[src/hdl/cstc_pkg.sv]
package cstc_pkg;

   localparam int FX_W      = 16;
   localparam int FRAC_BITS = 15;
   localparam int PROD_W    = 2 * FX_W;
   localparam int WIDE_W    = FX_W + 2;
   localparam int REM_W     = FX_W + 1;
   localparam int NUM_CHAN  = 3;

   localparam int DIV_BITS_PER_STAGE = 2;

   localparam logic [FX_W-1:0] ONE_FX = FX_W'(1 << FRAC_BITS);

   localparam int CSR_IDX_W = 2;

   typedef enum logic [CSR_IDX_W-1:0] {
      CSR_INK_RED      = 2'd0,
      CSR_INK_GREEN    = 2'd1,
      CSR_INK_BLUE     = 2'd2,
      CSR_ALPHA_LOCKED = 2'd3
   } csr_index_type;

   typedef struct packed {
      logic [FX_W-1:0] dst_red;
      logic [FX_W-1:0] dst_green;
      logic [FX_W-1:0] dst_blue;
      logic [FX_W-1:0] dst_alpha;
      logic [FX_W-1:0] stroke_alpha;
      logic [FX_W-1:0] weight;
      logic [FX_W-1:0] ceiling;
   } req_type;

   typedef struct packed {
      logic [FX_W-1:0] out_red;
      logic [FX_W-1:0] out_green;
      logic [FX_W-1:0] out_blue;
      logic [FX_W-1:0] out_alpha;
      logic [FX_W-1:0] new_stroke_alpha;
      logic [FX_W-1:0] dab_alpha;
      logic            deposited;
   } rsp_type;

   // travels alongside the quotient through the divider
   typedef struct packed {
      req_type         raw;
      logic [FX_W-1:0] a1;
      logic            refuse;
   } side_type;

   function automatic logic [FX_W-1:0] sat_one(input logic [FX_W-1:0] v);
      return (v > ONE_FX) ? ONE_FX : v;
   endfunction

   function automatic logic [FX_W-1:0] sat_wide(input logic [WIDE_W-1:0] v);
      return (v > WIDE_W'(ONE_FX)) ? ONE_FX : v[FX_W-1:0];
   endfunction

endpackage

[src/hdl/cstc_div_pipe.sv]
module cstc_div_pipe
   import cstc_pkg::*;
#(
   parameter int STEP_BITS = DIV_BITS_PER_STAGE
)
(
   input  logic                      clock,
   input  logic [FX_W/STEP_BITS-1:0] stage_en,
   input  logic [FX_W-1:0]           num,
   input  logic [FX_W-1:0]           den,
   input  side_type                  side_in,
   output logic [FX_W-1:0]           quot,
   output side_type                  side_out
);

   localparam int STAGES = FX_W / STEP_BITS;

   logic [REM_W-1:0] rem_ff  [STAGES];
   logic [FX_W-1:0]  quo_ff  [STAGES];
   logic [FX_W-1:0]  den_ff  [STAGES];
   side_type         side_ff [STAGES];

   for (genvar i = 0; i < STAGES; i++) begin : g_stage
      logic [REM_W-1:0] rem_src;
      logic [FX_W-1:0]  quo_src;
      logic [FX_W-1:0]  den_src;
      side_type         side_src;
      logic [REM_W-1:0] rem_in;
      logic [FX_W-1:0]  quo_in;

      if (i == 0) begin : g_first
         assign rem_src  = {1'b0, num};
         assign quo_src  = '0;
         assign den_src  = den;
         assign side_src = side_in;
      end else begin : g_next
         assign rem_src  = rem_ff[i-1];
         assign quo_src  = quo_ff[i-1];
         assign den_src  = den_ff[i-1];
         assign side_src = side_ff[i-1];
      end

      // restoring division, one quotient bit per step
      always_comb begin
         rem_in = rem_src;
         quo_in = quo_src;
         for (int b = 0; b < STEP_BITS; b++) begin
            if (rem_in >= {1'b0, den_src}) begin
               rem_in = rem_in - {1'b0, den_src};
               quo_in = {quo_in[FX_W-2:0], 1'b1};
            end else begin
               quo_in = {quo_in[FX_W-2:0], 1'b0};
            end
            rem_in = {rem_in[REM_W-2:0], 1'b0};
         end
      end

      always_ff @(posedge clock) begin
         if (stage_en[i]) begin
            rem_ff[i]  <= rem_in;
            quo_ff[i]  <= quo_in;
            den_ff[i]  <= den_src;
            side_ff[i] <= side_src;
         end
      end
   end

   assign quot     = quo_ff[STAGES-1];
   assign side_out = side_ff[STAGES-1];

endmodule

[config.mk]
export PLATFORM = sky130hd
export DESIGN_NAME = cstc_div_pipe
export DESIGN_NICKNAME = d
export VERILOG_FILES = /design/src/hdl/cstc_pkg.sv /design/src/hdl/cstc_div_pipe.sv
export SDC_FILE = /design/constraint.sdc
export NUM_CORES = 1
export LEC_CHECK = 0
export BUFFER_PORTS_ARGS = -buffer_cell sky130_fd_sc_hd__buf_2
export CORE_UTILIZATION = 40
export CTS_CLUSTER_DIAMETER = 200
export DETAILED_ROUTE_END_ITERATION = 8
export GPL_TIMING_DRIVEN = 0
export PLACE_DENSITY_LB_ADDON = 0.3
export SLEW_MARGIN = 40
export SYNTH_ARGS = -nofsm -noshare
export SYNTH_HDL_FRONTEND = slang
export SYNTH_SLANG_ARGS = --single-unit
[constraint.sdc]
create_clock -name clock -period 7.24 [get_ports clock]
set_input_delay 0.724 -clock clock [delete_from_list [all_inputs] [get_ports clock]]
set_output_delay 0.724 -clock clock [all_outputs]
set_load 0.005 [all_outputs]
==> results of run 1 <==
==> power groups by stage <==
| stage | Clock (mW) | Sequential (mW) | Combinational (mW) |
|---|---|---|---|
| 2_1_floorplan | 0 | 10.3 | 8.60 |
| 3_3_place_gp | 0 | 10.4 | 11.1 |
| 3_5_place_dp | 0 | 10.4 | 11.2 |
| 4_1_cts | 7.26 | 10.3 | 11.3 |
| 5_1_grt | 7.56 | 10.3 | 12.5 |
| 6_report | 7.01 | 10.2 | 11.3 |
==> sequential cells by signal (all words and copies together) (netlist names) <==
signal   flops
rem_ff     112
quo_ff      72
den_ff     112
side_ff   1032
==> worst max-delay path: stages (launching register included) <==
cell       delay (ns)
edfxtp_1         0.46
inv_1            0.16
ha_1             0.26
nor2b_1          0.14
o31a_1           0.28
o31a_1           0.29
o21ai_0          0.51
o21bai_1         0.17
nor3_1           0.29
o31a_1           0.17
buf_2            0.23
buf_2            0.34
mux2_2           0.41
ha_1             0.37
a2111oi_0        0.44
o21ai_0          0.14
o21ai_0          0.11
o21ai_0          0.25
a21oi_1          0.30
o211a_1          0.17
o211ai_1         0.24
buf_2            0.30
mux2_2           0.30
==> metal layers <==
layer	GRT usage [%]	up-vias	wire length, um	share of wire (%)
met5	0	-	0	0
met4	5.90	0	3300	3.0
met3	3.04	215	4820	4.4
met2	27.7	619	53900	49
met1	20.5	13559	48000	44
li1	-	13436	-	-
==> area by class of cell <==
class / instances / share of cell area (%)
plain buffers: 29 / 0.202
flip-flops and latches: 1328 / 63.6
repair buffers: 331 / 3.35
inverters: 187 / 1.12
clock inverters: 84 / 1.47
clock buffers: 171 / 5.88
multi-input cells: 1703 / 20.8
well taps: 1768 / 3.53
==> logic make-up after synthesis <==
family	synth area share, %
compound gates	6.87
xor+xnor	2.93
fa+ha+maj	6.13
buf+inv	1.54
flops	74.2
mux	3.57
simple gates	4.72
==> cells in the final DEF (no fill, tap or decap), types with 18 or more instances in the layout <==
cell,count
a21o_1,70
xnor2_1,121
mux2_2,145
o21a_1,37
inv_1,187
o21bai_1,30
a21oi_1,173
clkbuf_1,47
nand3_1,38
clkinv_1,30
o21ai_0,117
nor3_1,40
ha_1,249
clkbuf_16,143
xor2_1,59
nand2_1,108
nor2b_1,28
buf_2,315
edfxtp_1,1328
nand4_1,30
nand2b_1,27
nor2_1,169
a211oi_1,18
and2_1,18
clkinv_2,24
==> final timing paths <==
path,start,end,slack (ns),cells past startpoint
worst max-delay path,den_ff[0][1]$_DFFE_PP_,rem_ff[1][11]$_DFFE_PP_,0.63,22
worst min-delay path,side_in[102],side_ff[0][102]$_DFFE_PP_,0.11,1
worst max register to register,den_ff[0][1]$_DFFE_PP_,rem_ff[1][11]$_DFFE_PP_,0.63,22
worst min register to register,side_ff[1][260]$_DFFE_PP_,side_ff[1][389]$_DFFE_PP_,0.40,0
==> per-stage QoR <==
step / area (um^2) / std cells / util [%] / worst slack, ns
4_1_cts: 62700 / 5601 / 47.0 / 0.485
2_1_floorplan: 53700 / 3247 / - / 1.79
3_3_place_gp: 57500 / 5329 / 43.2 / 0.490
3_5_place_dp: 58100 / 5346 / 43.6 / 0.519
6_report: 62700 / 5601 / 47.0 / 0.631
5_1_grt: 62700 / 5601 / 47.0 / 0.115
==> key figures, run 1 <==
Floorplan
  • Die ar.: between 100000 and 150000 um^2
  • Die W: about 370 um
  • Rows: ~130
  • DIE HEIGHT: 369 um
  • IO Pins: roughly 320
  • Core ar.: 133000 um^2
  • Initial Utilization: 40.3%

Setup path
  • Critical path type: reg2reg
  • Required time worst endpoint: between 7 and 8 ns
  • CP Data Arrival Time: just over 7 ns
  • Endpoint type of the worst setup path: register
  • Worst setup SP type: register
  • CP Max Fanout: 10

Layout
  • N_diodes: 0
  • Multi-input gate area: between 10000 and 15000 um^2
  • Layout cells sized above 1: between 10% and 20%
  • # fillers: 11452
  • Final net count: between 4000 and 5000
  • Seq. cell area: ~40000 um^2
  • Layout area overhead: 16.6%

Power and ir drop
  • Tot Pwr: ~29 mW
  • Comb power frac: between 30 and 40%
  • Sw Share: 33.1%
  • Leak: approximately 23 nW
  • Maximum VDD drop: 0.222 mV
  • Power share of the clock group: approximately 25%
  • Int Pwr: between 15 and 20 mW
  • Pwr per Cell Area: 456 nW/um^2
  • Sw Pwr: roughly 9.5 mW
  • Reg power frac: a little over a third

Timing
  • Fin. Hold Viols: 0
  • Worst Tran Pin Value: roughly 0.74 ns
  • Period minus WS final: roughly 6.6 ns
  • Max Slew Vio Count: 0
  • Final setup fails: 0
  • Hold Slack: ~0.11 ns
  • Max Clock Freq: 0.151 GHz
  • RSZ-0062 raised after global routing: no
  • Relative slew slack: between 50% and 60%
  • Tcrit/Tclk final: a little over 90%
  • Clock skew: just over 0.03 ns
  • Fin Setup TNS: 0 ns

Clock network
  • Post-CTS Setup Bufs: 0
  • CTS Buf Count: 142
  • Max clock buf depth: 3
  • # resized after CTS: 0
  • TritonCTS clock tree: done
  • Clk_lat worst skew: a little under 0.8 ns
  • Clock sink total: 1328
  • H-tree depth: 4
  • Root buffer cell: clkbuf_16
  • CTS clk-pin slew, worst paths: about 0.060 ns
  • Hold-fix buffers at CTS: 0

Yosys
  • Post-synth net total: 3675
  • Post-synth EDFFs: roughly 1300
  • Async set-reset flop share out of synthesis: 0%
  • Area share of the largest cell type after synthesis: 74.2%
  • Post-Synthesis Cells: about 3200
  • Yosys top cell by area: edfxtp_1
  • Syn Area/Cell: 16.5 um^2
  • Yosys reg bits: approximately 1300
  • Yosys cell types: 73
  • Count leader, synth: edfxtp_1
  • Synth Warn #: 0
  • Top_reg_cell synth: edfxtp_1
  • Top cells by count, synth: edfxtp_1, ha_1, inv_1, a21oi_1, nor2_1
  • Seq/Total Area, Yosys: 74.2%
  • Syn Std Cell Area: around 54000 um^2
  • Synth area leaders: edfxtp_1, ha_1, mux2_2, xnor2_1, a21oi_1

Placed design
  • Buffers on Ports: 314
  • Final GP Congestion: roughly 0.88
  • Dpl hpwl: just under 80000 um

GRT
  • Grt ovf: 0
  • Initial antenna violation count: 14
  • Gr usage total: between 15 and 20%
  • Global-route wire length before repair: about 170000 um
  • Largest net degree at the start of global routing: 65
  • Vias in the first global route: between 20000 and 30000

Route
  • DRT iter0 DRCs: 1660
  • Vias per cell: between 4 and 5
  • ANT nets after route: 0
  • Via count: about 28000
  • Pre-antenna DRT Iters: 7
  • Routed WL: around 110000 um
  • WL/cell: 19.6 um
  • Post-route DRC: 1

Outcome
  • Failing checks: DRC
  • Status: finished, violations left

Flow run
  • Max-Cap Viols: 0

Min path
  • Hold WC Path Type: in2reg
Note: power is estimated with default switching activity, not from simulation.
==> run 2: changes to the inputs <==
--- a/config.mk
+++ b/config.mk
@@ -6,6 +6,7 @@
 export NUM_CORES = 1
 export LEC_CHECK = 0
 export BUFFER_PORTS_ARGS = -buffer_cell sky130_fd_sc_hd__buf_2
+export CORE_MARGIN = 2
 export CORE_UTILIZATION = 40
 export CTS_CLUSTER_DIAMETER = 200
 export DETAILED_ROUTE_END_ITERATION = 8
==> run 2 against run 1 <==
- the run now ends clean
- critical path depth is the same
- flip-flop and latch count did not move
- cell count hardly changed
- core utilization about the same
- first-iteration DRC count down 5.8%
- critical endpoint is now rem_ff[1][9]$_DFFE_PP_
- largest cell class unchanged
==> key figures, run 2 (same netlist as run 1, synthesis figures left out) <==
Outcome
  • Status: complete, no violations

Setup path
  • Delay-heaviest family, CP: compound AO/OA/AOI/OAI gates
  • Endpoint type of the worst setup path: register
  • Worst path max stage delay: 0.54 ns (+0.03 ns)
  • CP cell instances: inv_1 > ha_1 > nor2b_1 > o31a_1 > o31a_1 > o21ai_0 > o21bai_1 > nor3_1 > o31a_1 > buf_2 > buf_2 > mux2_2 > ha_1 > nand4_1 > nor2_1 > nand2_1 > o21ai_0 > a21oi_1 > o211a_1 > o211ai_1 > buf_2 > mux2_2
  • Reg2Reg Launch Point: den_ff[0][1]$_DFFE_PP_
  • R2R depth: 22 (unchanged)
  • Worst setup SP type: register
  • Critical path type: reg2reg
  • Worst reg2reg endpoint: rem_ff[1][9]$_DFFE_PP_
  • Required time worst endpoint: 7.73 ns (about the same)
  • CP Max Fanout: 10 (unchanged)
  • FF-to-FF setup slack: 0.54 ns (-0.09 ns)
  • CP Data Arrival Time: 7.20 ns (+0.10 ns)
  • WP buf/inv: 4 (unchanged)
  • Slowest cell on crit path: o21ai_0

Placed design
  • Dpl hpwl: 79800 um (+1.5%)
  • Final GP Congestion: 0.901 (+2.6%)
  • Worst setup slack after placement: 0.530 ns (+0.0107 ns)
  • Buffers on Ports: 314 (unchanged)

Min path
  • Hold WC Path Type: in2reg
  • Hold path start: side_in[87]
  • Hold Path Depth: 1 (unchanged)
  • Hold Path End: side_ff[0][87]$_DFFE_PP_

Timing
  • Worst Tran Pin Value: 0.720 ns (-0.0230 ns)
  • Fin Setup TNS: 0 ns (unchanged)
  • Final setup fails: 0 (unchanged)
  • Max Clock Freq: 0.149 GHz (-1.4%)
  • RSZ-0062 raised after global routing: no
  • Fin. Hold Viols: 0 (unchanged)
  • Period minus WS final: 6.70 ns (+0.0944 ns)
  • Relative slew slack: 51.7% (+1.5 points)
  • Hold Slack: 0.122 ns (+0.0128 ns)
  • Clock skew: 0.0471 ns (+0.0163 ns)
  • Max Slew Vio Count: 0 (unchanged)
  • Tcrit/Tclk final: 92.6% (+1.3 points)
  • Post-layout worst setup margin: 0.537 ns (-0.0944 ns)

Layout
  • Most flop-heavy register: side_ff
  • Most frequent cells in the layout: edfxtp_1, buf_2, ha_1, inv_1, a21oi_1
  • Layout area overhead: 16.7% (about the same)
  • Layout cells sized above 1: 18.5% (-0.057 points)
  • Commonest non-fill, non-tap cell in the layout: edfxtp_1
  • Max reg flops: 1032 (unchanged)
  • # fillers: 11523 (+0.62%)
  • Final net count: 4153 (+0.072%)
  • Biggest regs: side_ff x1032, den_ff x112, rem_ff x112

GRT
  • Vias in the first global route: 28451 (+0.83%)
  • Global-route wire length before repair: 169000 um (+1.4%)
  • Largest net degree at the start of global routing: 67 (+3.1%)
  • Gr busiest metal: met2
  • Initial antenna violation count: 20 (+6)
  • Gr usage total: 16.3% (+0.057 points)
  • Global routing usage on met3: 3.66% (+0.61 points)
  • Met2 global-route usage: 27.6% (-0.056 points)
  • Grt ovf: 0 (unchanged)
  • Met1 Track Usage GR: 20.7% (+0.11 points)

Clock network
  • H-tree depth: 4 (unchanged)
  • Clk_lat worst skew: 0.78 ns (about the same)
  • Hold-fix buffers at CTS: 0 (unchanged)
  • TritonCTS clock tree: done
  • CTS clk-pin slew, worst paths: 0.06 ns (about the same)
  • Max clock buf depth: 3 (unchanged)
  • Post-CTS Setup Bufs: 0 (unchanged)
  • Root buffer cell: clkbuf_16
  • # resized after CTS: 0 (unchanged)
  • Clock sink total: 1328 (unchanged)
  • CTS Buf Count: 141 (-0.70%)

Floorplan
  • DIE HEIGHT: 371 um (+0.54%)
  • Rows: 134 (unchanged)
  • Die ar.: 137000 um^2 (+1.1%)
  • Initial Utilization: 40.3% (-0.051 points)
  • Core ar.: 133000 um^2 (+0.13%)
  • Die W: 371 um (+0.54%)
  • IO Pins: 315 (unchanged)

Flow run
  • Max-Cap Viols: 0 (unchanged)

Route
  • Pre-antenna DRT Iters: 5 (-2)
  • WL/cell: 19.8 um (+0.89%)
  • Routed WL: 111000 um (+0.98%)
  • Post-route DRC: 0 (-1)
  • ANT nets after route: 0 (unchanged)
  • Vias per cell: 5.01 (+0.77%)
  • Via count: 28068 (+0.86%)
  • DRT iter0 DRCs: 1563 (-5.8%)

Power and ir drop
  • Pwr per Cell Area: 456 nW/um^2 (about the same)
  • Maximum VDD drop: 0.252 mV (+14%)
  • Leak: 23.5 nW (about the same)
## run 2: power by group
part,switching (mW),internal (mW)
Combinational,6.15,5.21
Clock,2.97,3.97
Sequential,0.376,9.88
## run 2: worst max path at each step
| stage | start | to | slack [ns] | cells after the start |
|---|---|---|---|---|
| finish | den_ff[0][1]$_DFFE_PP_ | rem_ff[1][9]$_DFFE_PP_ | 0.54 | 22 |
| global route | den_ff[2][1]$_DFFE_PP_ | rem_ff[3][7]$_DFFE_PP_ | 0.1 | 21 |
| CTS | den_ff[0][1]$_DFFE_PP_ | rem_ff[1][9]$_DFFE_PP_ | 0.52 | 20 |
| detailed placement | num[0] | rem_ff[0][8]$_DFFE_PP_ | 0.53 | 23 |
| global placement | den_ff[0][1]$_DFFE_PP_ | rem_ff[1][7]$_DFFE_PP_ | 0.46 | 22 |
| floorplan | num[0] | rem_ff[0][10]$_DFFE_PP_ | 1.79 | 21 |
## run 2: per-stage QoR
stage	total power, mW	instances	utilization, %	instance area (um^2)
detailed placement	21.7	5350	43.6	58100
global route	30.4	5603	47.0	62700
CTS	28.9	5602	47.0	62700
global placement	21.6	5329	43.1	57500
finish	28.6	5606	47.0	62700
floorplan	18.8	3247	-	53700
## run 2: metal layers
metal / wire length [um] / up-vias / part of all wire, %
met2: 54600 / 611 / 49
met4: 2870 / 2 / 2.6
met5: 9 / - / 0.0081
met1: 47600 / 13797 / 43
met3: 5990 / 192 / 5.4
li1: - / 13466 / -
## run 2: final cells by class
| class | instances | area (um^2) | share of cell area, % |
|---|---|---|---|
| flip-flops and latches | 1328 | 39900 | 63.6 |
| multi-input cells | 1703 | 13000 | 20.8 |
| clock buffers | 175 | 3700 | 5.90 |
| well taps | 1768 | 2210 | 3.53 |
| repair buffers | 335 | 2180 | 3.47 |
| clock inverters | 77 | 851 | 1.36 |
| inverters | 187 | 702 | 1.12 |
| plain buffers | 29 | 126 | 0.202 |
| diodes | 4 | 10.0 | 0.0160 |
## run 2: worst reg2reg max path, cell delays in order (launching register included)
cell and delay (ns):
edfxtp_1 0.48, inv_1 0.17, ha_1 0.26, nor2b_1 0.15
o31a_1 0.28, o31a_1 0.29, o21ai_0 0.54, o21bai_1 0.18
nor3_1 0.34, o31a_1 0.18, buf_2 0.23, buf_2 0.36
mux2_2 0.41, ha_1 0.40, nand4_1 0.14, nor2_1 0.14
nand2_1 0.06, o21ai_0 0.42, a21oi_1 0.15, o211a_1 0.24
o211ai_1 0.27, buf_2 0.37, mux2_2 0.38
